`config.mk`:
```
export PLATFORM = sky130hd
export DESIGN_NAME = lbsd_sq_stage
export DESIGN_NICKNAME = d
export VERILOG_FILES = /design/src/rtl/core/lbsd_pkg.sv /design/src/rtl/core/lbsd_sq_stage.sv
export SDC_FILE = /design/constraint.sdc
export NUM_CORES = 2
export LEC_CHECK = 0
export BUFFER_PORTS_ARGS = -buffer_cell sky130_fd_sc_hd__buf_2
export CAP_MARGIN = 20
export CELL_PAD_IN_SITES_DETAIL_PLACEMENT = 1
export CELL_PAD_IN_SITES_GLOBAL_PLACEMENT = 1
export CORE_MARGIN = 2
export CORE_UTILIZATION = 50
export DETAILED_ROUTE_END_ITERATION = 10
export PLACE_DENSITY_LB_ADDON = 0.1
export RECOVER_POWER = 100
export SETUP_SLACK_MARGIN = 0.05
export SLEW_MARGIN = 30
export SYNTH_ARGS = -nofsm -noshare
export SYNTH_HDL_FRONTEND = slang
export SYNTH_SLANG_ARGS = --single-unit
```
`constraint.sdc`:
```
create_clock -name i_clk -period 22.1 [get_ports i_clk]
set_clock_uncertainty 0.15 [all_clocks]
set_input_delay 2.21 -clock i_clk [delete_from_list [all_inputs] [get_ports i_clk]]
set_output_delay 2.21 -clock i_clk [all_outputs]
set_load 0.02 [all_outputs]
```
`src/rtl/core/lbsd_pkg.sv`:
```
`timescale 1ns / 1ps
// ----------------------------------------------------------------------------
// lbsd_pkg: shared types and constants for the lane distance/prune block
// Beat layouts between stages, field widths and default sizes.
// ----------------------------------------------------------------------------
package lbsd_pkg;

    localparam int DIMENSIONS_DEF = 14;
    localparam int LANES_DEF      = 8;
    localparam int CHECK_DIM_DEF  = 8;

    localparam int MAX_LANES = 8;   // lanes carried on the bus
    localparam int VAL_W     = 16;
    localparam int SQ_W      = 31;  // largest square is 2^30
    localparam int SUM_W     = 34;
    localparam int LIMIT_W   = 64;
    localparam int TAG_W     = 32;
    localparam int DONE_W    = 4;

    localparam int IN_FIELDS_W  = MAX_LANES * VAL_W + VAL_W + LIMIT_W + TAG_W;
    localparam int IN_TDATA_W   = ((IN_FIELDS_W + 7) / 8) * 8;
    localparam int OUT_FIELDS_W = MAX_LANES * SUM_W + MAX_LANES + DONE_W + TAG_W;
    localparam int OUT_TDATA_W  = ((OUT_FIELDS_W + 7) / 8) * 8;

    // Accepted input beat (lane and query values are two's complement)
    typedef struct packed {
        logic [MAX_LANES-1:0][VAL_W-1:0] lane;
        logic [VAL_W-1:0]                query;
        logic [LIMIT_W-1:0]              limit;
        logic [TAG_W-1:0]                tag;
    } t_in_beat;

    // Beat after the squaring stage
    typedef struct packed {
        logic [MAX_LANES-1:0][SQ_W-1:0] sq;
        logic [LIMIT_W-1:0]             limit;
        logic [TAG_W-1:0]               tag;
    } t_sq_beat;

    // Result beat
    typedef struct packed {
        logic [MAX_LANES-1:0][SUM_W-1:0] lane_dist;
        logic [MAX_LANES-1:0]            mask;
        logic [DONE_W-1:0]               dims;
        logic [TAG_W-1:0]                tag;
    } t_result;

endpackage

```
`src/rtl/core/lbsd_sq_stage.sv`:
```
`timescale 1ns / 1ps
// ----------------------------------------------------------------------------
// lbsd_sq_stage: input register and per-lane squared difference
// Registers the beat, then registers (query - lane)^2 with 16-bit wrap.
// ----------------------------------------------------------------------------
module lbsd_sq_stage #(
    parameter int LANES = lbsd_pkg::LANES_DEF
) (
    input  logic              i_clk,
    input  logic              i_rst_n,
    input  logic              i_valid,
    output logic              o_ready,
    input  lbsd_pkg::t_in_beat i_beat,
    output logic              o_valid,
    input  logic              i_ready,
    output lbsd_pkg::t_sq_beat o_sq
);
    import lbsd_pkg::*;

    logic     r_in_valid;
    t_in_beat r_in;
    logic     r_sq_valid;
    t_sq_beat r_sq;
    t_sq_beat n_sq;
    logic     sq_load;
    logic     in_load;

    assign sq_load = !r_sq_valid || i_ready;
    assign in_load = !r_in_valid || sq_load;
    assign o_ready = in_load;
    assign o_valid = r_sq_valid;
    assign o_sq    = r_sq;

    always_comb begin
        logic [VAL_W-1:0] diff;
        logic [VAL_W-1:0] mag;
        logic [2*VAL_W-1:0] prod;
        n_sq       = '0;
        n_sq.limit = r_in.limit;
        n_sq.tag   = r_in.tag;
        for (int k = 0; k < MAX_LANES; k++) begin
            diff = r_in.query - r_in.lane[k];
            // magnitude of the wrapped difference; 0x8000 stays 32768
            mag  = diff[VAL_W-1] ? VAL_W'(~diff + 1'b1) : diff;
            prod = (2*VAL_W)'(mag) * (2*VAL_W)'(mag);
            if (k < LANES) begin
                n_sq.sq[k] = prod[SQ_W-1:0];
            end
        end
    end

    always_ff @(posedge i_clk) begin
        if (!i_rst_n) begin
            r_in_valid <= 1'b0;
            r_sq_valid <= 1'b0;
        end else begin
            if (in_load) begin
                r_in_valid <= i_valid;
            end
            if (sq_load) begin
                r_sq_valid <= r_in_valid;
            end
        end
    end

    always_ff @(posedge i_clk) begin
        if (in_load && i_valid) begin
            r_in <= i_beat;
        end
        if (sq_load && r_in_valid) begin
            r_sq <= n_sq;
        end
    end

endmodule

```
==> out/qor.txt <==
top cells by area, synth - fa_1 32%, edfxtp_1 21%, ha_1 13%
Worst Tran Pin Value - 7.72 ns
via count - 59700
total gr overflow - 0
Global Route Usage Sum - 0.285
largest net degree at the start of global routing - 143
Worst-Skew Late Latency - 0.73 ns
Yosys cell types - 106
HP Class - flop to flop
number of H-tree levels - 3
nets - 11400
Finished Cell Area - 90100 um2
largest family of logic cells by synthesized area - adder cells
vias in the first global route - 67700
Setup violations, final - 0
worst endpoint required time - 22.42 ns
synthesized instance count - 8284
Core Box Area - 163000 um2
Routability Congestion - 0.887
DRT Wirelength - 233000 um
die height - 410 um
unrepaired setup endpoints after global routing - no
#FFs+latches synth - 578
proportion of synthesized area in mux cells - 0.00228
Final Cycle Share - 0.552
Starting Density - 0.504
Adder-Cell Fraction of Synth Area - 0.454
Avg Vias per Cell - 5.33
Post-Synth XOR/XNOR Area - 0.0510
status - finished, violations left
critical path arrival - 12.52 ns
drt first pass iters - 5
Slew Limit Fails - 604
Synthesis Warnings - 0
buffer count from post-CTS setup fixing - 0
simple-gate area share of the yosys netlist - 0.105
CP Launch Type - flop
synthesized area per cell - 9.93 um2
Post-Layout Cell Count - 11200
Worst Setup Slack post-DPL - 10.43 ns
number of DRC markers in iteration 0 - 2961
Synth Area in Compound Gates - 0.0755
initial antenna violation count - 15
Port Buffers - 581
clk buf depth - 3
post-CTS resize count - 0
P&R area growth vs syn - 9.52%
critical path endpoint category - flop
DRC - 0
clock root cell - clkbuf_16
die area - 168000 um2
Synth top area share - 0.320
share of cells above drive strength 1 - 0.0556
CTS Buf Count - 72
wire per inst - 20.8 um
failing checks - capacitance limit, slew limit
Max-slew headroom - -4.14
Fmax - 82.0 MHz
most frequent CP cell - fa_1
sum of negative setup slack - 0 ns
Inst Count DP - 11100
critical setup path kind - flop to flop
Post-synth EDFFs - 576
highest-count cells in the layout ignoring fill and taps - 2009 x inv_1, 1313 x fa_1, 882 x ha_1, 741 x nor2_1, 576 x edfxtp_1
DP HPWL - 194000 um
Final WS setup - 9.91 ns
max-cap violations - 11
post-route ant nets - 0
CTS tree - built
FP Rows - 148
Cell Area, Placed - 88400 um2
Worst-path clk slew - 0.06 ns
Final Hold Vio Count - 0
CP peak stage delay - 0.99 ns
post-synth top area cell - fa_1
fin crit period - 12.19 ns
Post-Syn Area - 82300 um2
global-route wire length before repair - 373000 um
most common cell after layout, fill and taps aside - inv_1
Max FO, Critical Path - 16
top_reg_cell synth - edfxtp_1
register area share after synthesis - 0.211
ys async rst share - 0
Die W - 410 um
Critical Path Slowest Stage Cell - xnor2_1
hold buffers post-CTS - 0
Ports - 590
clock sink total - 578
[sequential cells by signal, indices dropped and copies added (netlist names)]
signal      count
o_valid         1
o_sq          336
r_in_valid      1
r_in          144
n_sq           96
[cells by family (layout without fill, tap and decap cells)]
family,count (synthesis),count (layout)
AO/OA/AOI/OAI,934,934
XOR/XNOR,463,463
adder cells (fa/ha/maj),2195,2195
buffers and inverters,2203,2850
flip-flops,578,578
multiplexers,18,18
other,2,99
AND/OR/NAND/NOR,1891,1891
[path summary, 6_finish.rpt]
| kind | startpoint | to | slack (ns) | cells past startpoint |
|---|---|---|---|---|
| max reg2reg | r_in[97] | o_sq[309] | 9.91 | 30 |
| min reg2reg | n_sq[72] | o_sq[72] | 0.26 | 0 |
| max | r_in[97] | o_sq[309] | 9.91 | 30 |
| min | n_sq[72] | o_sq[72] | 0.26 | 0 |
[critical path: cells and delay by family, from the launching register on]
kind                     cells  cell delay [ns]
AND/OR/NAND/NOR              3             0.67
flip-flops                   1             0.68
buffers and inverters        5             1.38
adder cells (fa/ha/maj)      8             3.41
XOR/XNOR                     4             2.11
AO/OA/AOI/OAI               10             3.51
[per-layer routing]
metal | global-route usage | vias up | routed length, um
met5 | 0 | - | 83
met4 | 0.0922 | 14 | 7800
met3 | 0.0472 | 327 | 13300
met2 | 0.485 | 1373 | 114000
met1 | 0.370 | 30600 | 97100
li1 | - | 27400 | -
[Yosys cell counts, types with 9 or more instances]
cell type	instances
nor3b_1	12
or2_2	41
xor2_1	129
o31ai_1	20
o2111ai_1	10
buf_2	34
clkinv_1	16
a31oi_1	32
xnor2_1	315
ha_1	882
and2_1	62
o31a_1	16
and3_1	51
a41oi_1	11
o21ai_0	161
a211oi_1	49
o22ai_1	9
nor3_1	105
nand2_1	517
clkbuf_1	108
nor2b_1	62
or3_1	37
mux2i_1	12
a21o_1	123
buf_4	9
nand4_1	16
o21ai_1	9
xnor2_2	13
nand2b_1	96
nand3_1	66
edfxtp_1	576
o211ai_1	22
inv_2	24
o41ai_1	9
o21bai_1	45
o21a_1	63
inv_1	2008
fa_1	1313
nor4_1	23
a21oi_1	244
nor2_1	741
[metrics by stage]
step | utilization | hold slack (ns)
after CTS | 0.556 | 0.265
after global placement | 0.542 | 0.250
after detailed placement | 0.542 | 0.255
after global routing | 0.552 | 0.271
after floorplan | - | 0.250
final | 0.552 | 0.264
[cell type report]
cell class / count / area, um2
Sequential cell: 578 / 17300
Timing Repair Buffer: 675 / 3040
Multi-Input combinational cell: 5597 / 57000
Tap cell: 2175 / 2720
Antenna cell: 3 / 7.51
Inverter: 2048 / 7690
Clock buffer: 80 / 1830
Fill cell: 18700 / 73000
Clock inverter: 47 / 483
Power is left out: the tool's default activity adds up to more than one toggle a clock period on the data nets, which glitch-free logic cannot reach.
