File: config.mk
export PLATFORM = sky130hd
export DESIGN_NAME = lbsd_accum
export DESIGN_NICKNAME = d
export VERILOG_FILES = /design/src/rtl/core/lbsd_pkg.sv /design/src/rtl/core/lbsd_accum.sv
export SDC_FILE = /design/constraint.sdc
export NUM_CORES = 2
export LEC_CHECK = 0
export BUFFER_PORTS_ARGS = -buffer_cell sky130_fd_sc_hd__buf_2
export CORE_MARGIN = 4
export CORE_UTILIZATION = 30
export DETAILED_ROUTE_END_ITERATION = 10
export GPL_ROUTABILITY_DRIVEN = 1
export GPL_TIMING_DRIVEN = 0
export SYNTH_ARGS = -nofsm -noshare
export SYNTH_HDL_FRONTEND = slang
export SYNTH_SLANG_ARGS = --single-unit
File: constraint.sdc
create_clock -name i_clk -period 61.6 [get_ports i_clk]
set_clock_uncertainty 0.15 [all_clocks]
set_input_delay 9.24 -clock i_clk [delete_from_list [all_inputs] [get_ports i_clk]]
set_output_delay 9.24 -clock i_clk [all_outputs]
set_load 0.02 [all_outputs]
File: src/rtl/core/lbsd_pkg.sv
`timescale 1ns / 1ps
// ----------------------------------------------------------------------------
// lbsd_pkg: shared types and constants for the lane distance/prune block
// Beat layouts between stages, field widths and default sizes.
// ----------------------------------------------------------------------------
package lbsd_pkg;

    localparam int DIMENSIONS_DEF = 14;
    localparam int LANES_DEF      = 8;
    localparam int CHECK_DIM_DEF  = 8;

    localparam int MAX_LANES = 8;   // lanes carried on the bus
    localparam int VAL_W     = 16;
    localparam int SQ_W      = 31;  // largest square is 2^30
    localparam int SUM_W     = 34;
    localparam int LIMIT_W   = 64;
    localparam int TAG_W     = 32;
    localparam int DONE_W    = 4;

    localparam int IN_FIELDS_W  = MAX_LANES * VAL_W + VAL_W + LIMIT_W + TAG_W;
    localparam int IN_TDATA_W   = ((IN_FIELDS_W + 7) / 8) * 8;
    localparam int OUT_FIELDS_W = MAX_LANES * SUM_W + MAX_LANES + DONE_W + TAG_W;
    localparam int OUT_TDATA_W  = ((OUT_FIELDS_W + 7) / 8) * 8;

    // Accepted input beat (lane and query values are two's complement)
    typedef struct packed {
        logic [MAX_LANES-1:0][VAL_W-1:0] lane;
        logic [VAL_W-1:0]                query;
        logic [LIMIT_W-1:0]              limit;
        logic [TAG_W-1:0]                tag;
    } t_in_beat;

    // Beat after the squaring stage
    typedef struct packed {
        logic [MAX_LANES-1:0][SQ_W-1:0] sq;
        logic [LIMIT_W-1:0]             limit;
        logic [TAG_W-1:0]               tag;
    } t_sq_beat;

    // Result beat
    typedef struct packed {
        logic [MAX_LANES-1:0][SUM_W-1:0] lane_dist;
        logic [MAX_LANES-1:0]            mask;
        logic [DONE_W-1:0]               dims;
        logic [TAG_W-1:0]                tag;
    } t_result;

endpackage

File: src/rtl/core/lbsd_accum.sv
`timescale 1ns / 1ps
// ----------------------------------------------------------------------------
// lbsd_accum: per-lane accumulation, prune check and result register
// Tracks the dimension position and skip state of the current block.
// ----------------------------------------------------------------------------
module lbsd_accum #(
    parameter int DIMENSIONS = lbsd_pkg::DIMENSIONS_DEF,
    parameter int LANES      = lbsd_pkg::LANES_DEF,
    parameter int CHECK_DIM  = lbsd_pkg::CHECK_DIM_DEF
) (
    input  logic               i_clk,
    input  logic               i_rst_n,
    input  logic               i_valid,
    output logic               o_ready,
    input  lbsd_pkg::t_sq_beat i_sq,
    output logic               o_valid,
    input  logic               i_ready,
    output lbsd_pkg::t_result  o_result
);
    import lbsd_pkg::*;

    localparam int POS_W = $clog2(DIMENSIONS);
    localparam int CNT_W = $clog2(DIMENSIONS + 1);

    logic [POS_W-1:0]                r_pos;
    logic [POS_W-1:0]                n_pos;
    logic                            r_skip;
    logic                            n_skip;
    logic [MAX_LANES-1:0][SUM_W-1:0] r_sum;
    logic [MAX_LANES-1:0][SUM_W-1:0] n_acc;
    logic                            r_out_valid;
    t_result                         r_out;
    t_result                         n_out;

    logic [CNT_W-1:0]     completed;
    logic                 last;
    logic                 checkpoint;
    logic                 no_prune;
    logic                 prune;
    logic                 emit;
    logic                 fire;
    logic [MAX_LANES-1:0] live;
    logic [MAX_LANES-1:0] lane_ones;

    assign o_ready  = !r_out_valid || i_ready;
    assign fire     = i_valid && o_ready;
    assign o_valid  = r_out_valid;
    assign o_result = r_out;

    assign completed  = CNT_W'(r_pos) + 1'b1;
    assign last       = completed == CNT_W'(DIMENSIONS);
    assign checkpoint = last || (int'(completed) == CHECK_DIM);
    assign no_prune   = &i_sq.limit;

    always_comb begin
        n_acc     = '0;
        live      = '0;
        lane_ones = '0;
        for (int k = 0; k < MAX_LANES; k++) begin
            if (k < LANES) begin
                // block start clears the running sum
                n_acc[k]     = ((r_pos == '0) ? '0 : r_sum[k]) + SUM_W'(i_sq.sq[k]);
                live[k]      = LIMIT_W'(n_acc[k]) <= i_sq.limit;
                lane_ones[k] = 1'b1;
            end
        end
    end

    assign prune = !no_prune && checkpoint && (live == '0);
    assign emit  = !r_skip && (prune || last);

    always_comb begin
        n_pos  = last ? '0 : POS_W'(completed);
        n_skip = r_skip ? !last : (prune && !last);
    end

    always_comb begin
        n_out      = '0;
        n_out.dims = DONE_W'(completed);
        n_out.tag  = i_sq.tag;
        if (!prune) begin
            n_out.lane_dist = n_acc;
            n_out.mask      = no_prune ? lane_ones : live;
        end
    end

    always_ff @(posedge i_clk) begin
        if (!i_rst_n) begin
            r_pos       <= '0;
            r_skip      <= 1'b0;
            r_out_valid <= 1'b0;
        end else begin
            if (fire) begin
                r_pos  <= n_pos;
                r_skip <= n_skip;
            end
            if (o_ready) begin
                r_out_valid <= fire && emit;
            end
        end
    end

    always_ff @(posedge i_clk) begin
        if (fire && !r_skip) begin
            r_sum <= n_acc;
        end
        if (fire && emit) begin
            r_out <= n_out;
        end
    end

    a_pos_range: assert property (@(posedge i_clk) disable iff (!i_rst_n)
        int'(r_pos) < DIMENSIONS)
        else $error("dimension position past block end");

    a_skip_mid_block: assert property (@(posedge i_clk) disable iff (!i_rst_n)
        r_skip |-> (r_pos != '0))
        else $error("skip set at block start");

    a_block_end: assert property (@(posedge i_clk) disable iff (!i_rst_n)
        (fire && last) |=> (r_pos == '0) && !r_skip)
        else $error("block did not restart after last dimension");

    a_pruned_zero: assert property (@(posedge i_clk) disable iff (!i_rst_n)
        (r_out_valid && (r_out.mask == '0)) |-> (r_out.lane_dist == '0))
        else $error("empty alive mask with nonzero distances");

endmodule

==> results.cfg <==
[run_status]
status = finished clean

[placement]
port_buffers = 665
gp_congestion = 0.9064
postPlaceCellArea_um2 = 47020
dp_hpwl_mm = 132.5

[synthesis]
synth_top_family_by_area = simple AND/OR/NAND/NOR gates
ys_top_cells_by_count = edfxtp_1 (588), ha_1 (523), and2_1 (417)
ys_warn_count = 0
synthSimpleGateAreaFrac = 0.1742
avgSynthCellArea_um2 = 10.48
synthAdderAreaFrac = 0.1641
syn-num-nets = 4782
synth_top_cell_by_area = edfxtp_1
ys_ff_latch = 594
synth-xor-area-share = 0.04625
yosysTopAreaCellShare = 0.4316
synth_compound_area_frac = 0.1562
netlist_instances = 3903
ys_seq_area_frac = 0.4346
synth.most_common_cell = edfxtp_1
ys_types = 76
mappedNetlistArea_um2 = 40910
async_flop_share = 0
synth.mux.area_fraction = 0.002049
synth-edff-count = 588
ys.flop_type = edfxtp_1
synth_area_leaders = edfxtp_1 (43%), ha_1 (16%), and2_1 (6.4%)

[clock_tree]
cts_tree = built
hold_buffers = 0
worstSkewPairLatency_ps = 690
ctsLongestPathBuffers = 3
cts_sinks = 594
postCtsSetupBuffers = 0
cts_root_buffer = clkbuf_16
ctsResizeCount = 0
ctsHtreeMaxLevel = 3
clk_pin_slew_worst_paths_ps = 60
cts_made_buffers = 79

[pwr]
p_sw_frac = 0.3555
internal-power_uw = 1004
p_comb_frac = 0.366
powerDensity_nw_per_um2 = 31.42
total_power_uw = 1557
switchingPower_uw = 553.5
seqPwrFrac = 0.337
irDropWorstVdd_mv = 0.01904
clockPowerShare = 0.297
p_leak_uw = 0.02129

[timing]
rsz0062_at_grt = false
worst_pin_slew_ps = 1450
fin_crit_sh = 0.3121
slew_viol_final = 0
max_freq_mhz = 52.02
relSlewSlack = 0.03221
finalCriticalPeriod_ps = 19220
setup_violations = 0
hold_viol_final = 0

[detailed_routing]
routedWlPerCell_um = 26.36
routed_wl_mm = 172.0
route.detailed.drc = 0
drtIter0Drc = 2522
drtAntennaViolNets = 0
num_vias = 34490
avgViaCountPerCell = 5.285
first_pass_iters = 5

[worst_setup_path]
reg2reg_to = o_result[145]$_SDFFCE_PP0P_
cp-start-kind = input pin
crit_buf_inv = 3
crit_type = input pin to output port
r2r-start = r_pos[0]$_SDFFE_PN0P_
rr_worst_depth = 28
cp-end-kind = output port
critPathArrivalTime_ps = 9830
critPathTopFamily = buffers and inverters
crit_path_top_delay_cell = buf_2
reg2reg_slack_ps = 48820
worstPathRequired_ps = 52210
cp_max_fo = 3
crit_path_frequent_cell = buf_2
crit_chain = buf_2 > nor2b_1 > inv_1 > buf_2
slowest_delay_ps = 190

[global_routing]
overflow = 0
grt_max_degree = 32
grt_pass1_wl_mm = 237.5
grt_pass1_vias = 33320
antenna_found_initial = 44
track_usage = 0.2337

[finish]
stdcell_area_um2 = 49560
finish.utilization = 0.3658
fillers = 13570
drive_above_1_share = 0.1789
layout.nets = 5553
area_growth_pct = 21.15

[floorplanning]
num_rows = 135
die_w_um = 377.3
die_area_um2 = 142300
io-pin-count = 666
core_area_um2 = 135500
die_y_um = 377.3
start_util = 0.3020

[worst_hold_path]
hp-start = r_skip$_SDFFE_PN0P_
holdPathEnd = r_skip$_SDFFE_PN0P_
hold_path_depth = 2
min_path_type = register to register

[run]
max_cap_viol_count = 0
[worst max path at each step]
stage | start | cells past startpoint | endpoint
after detailed placement | i_ready | 4 | o_ready
final | i_ready | 4 | o_ready
after CTS | i_ready | 4 | o_ready
after global routing | i_ready | 4 | o_ready
after global placement | i_ready | 6 | o_result[128]$_SDFFCE_PP0P_
after floorplan | i_ready | 5 | o_result[0]$_DFFE_PP_
[worst register-to-register path, delay by kind of cell (launching register included)]
family / cells / cell delay (ps)
compound gates: 7 / 2950
simple gates: 12 / 3750
flops: 1 / 410
buf+inv: 6 / 4430
fa+ha+maj: 3 / 860
[metrics by stage]
step / std cells / hold slack [ps] / worst slack (ps) / setup TNS (ps)
2_1_floorplan: 3903 / 287.4 / 15650 / 0
3_5_place_dp: 6374 / 389.7 / 42370 / 0
6_report: 6527 / 401.2 / 42380 / 0
5_1_grt: 6519 / 447.9 / 42330 / 0
3_3_place_gp: 6349 / 299.3 / -8328 / -2626010
4_1_cts: 6515 / 398.6 / 42380 / 0
[kinds of logic (layout without fill, tap and decap cells)]
group	Yosys count	after routing
adder cells (fa/ha/maj)	532	532
AO/OA/AOI/OAI	995	995
buffers and inverters	244	1075
other	0	12
AND/OR/NAND/NOR	1314	1314
flip-flops	594	594
XOR/XNOR	216	216
multiplexers	8	8
[layout by cell type, fill, tap and decap left out, types with 32 or more instances in the layout]
cell type / n
buf_2: 673
edfxtp_1: 588
ha_1: 523
and2_1: 417
a21oi_1: 338
nor2_1: 211
nand2_1: 191
inv_1: 157
a21o_1: 151
xnor2_1: 148
o21ai_0: 146
nor2b_1: 103
nand4_1: 92
nand3_1: 88
clkbuf_16: 83
clkbuf_1: 82
xor2_1: 68
a211oi_1: 54
nor3_1: 53
o21a_1: 48
nand2b_1: 39
o21bai_1: 34
and3_1: 34
o211ai_1: 32
[layout make-up]
cell class / instances / area [um^2] / share of cell area
multi-input cells: 3065 / 22230 / 0.4485
flip-flops and latches: 594 / 17780 / 0.3587
repair buffers: 690 / 3850 / 0.07768
well taps: 1781 / 2228 / 0.04496
clock buffers: 93 / 2115 / 0.04267
inverters: 157 / 589.3 / 0.01189
clock inverters: 48 / 396.6 / 0.008003
plain buffers: 87 / 345.3 / 0.006968
diodes: 12 / 30.03 / 0.0006059
[state kept, by name, indices dropped and copies added, names as in the netlist]
signal,count
o_valid,1
o_result,316
r_skip,1
r_pos,4
r_sum,272
[metal layers]
metal	global-route usage	wire length, um
met1	0.3152	74900
met2	0.3689	76250
met3	0.04978	14580
met4	0.08558	6256
met5	0	68
[power by group through the flow]
| stage | combinational, uW | clock, uW | sequential, uW |
|---|---|---|---|
| 2_1_floorplan | 390 | 0 | 533 |
| 3_3_place_gp | 553 | 0 | 538 |
| 3_5_place_dp | 565 | 0 | 532 |
| 4_1_cts | 570 | 474 | 524 |
| 5_1_grt | 636 | 490 | 527 |
| 6_report | 570 | 462 | 524 |
Power figures use the tool's default switching activity.
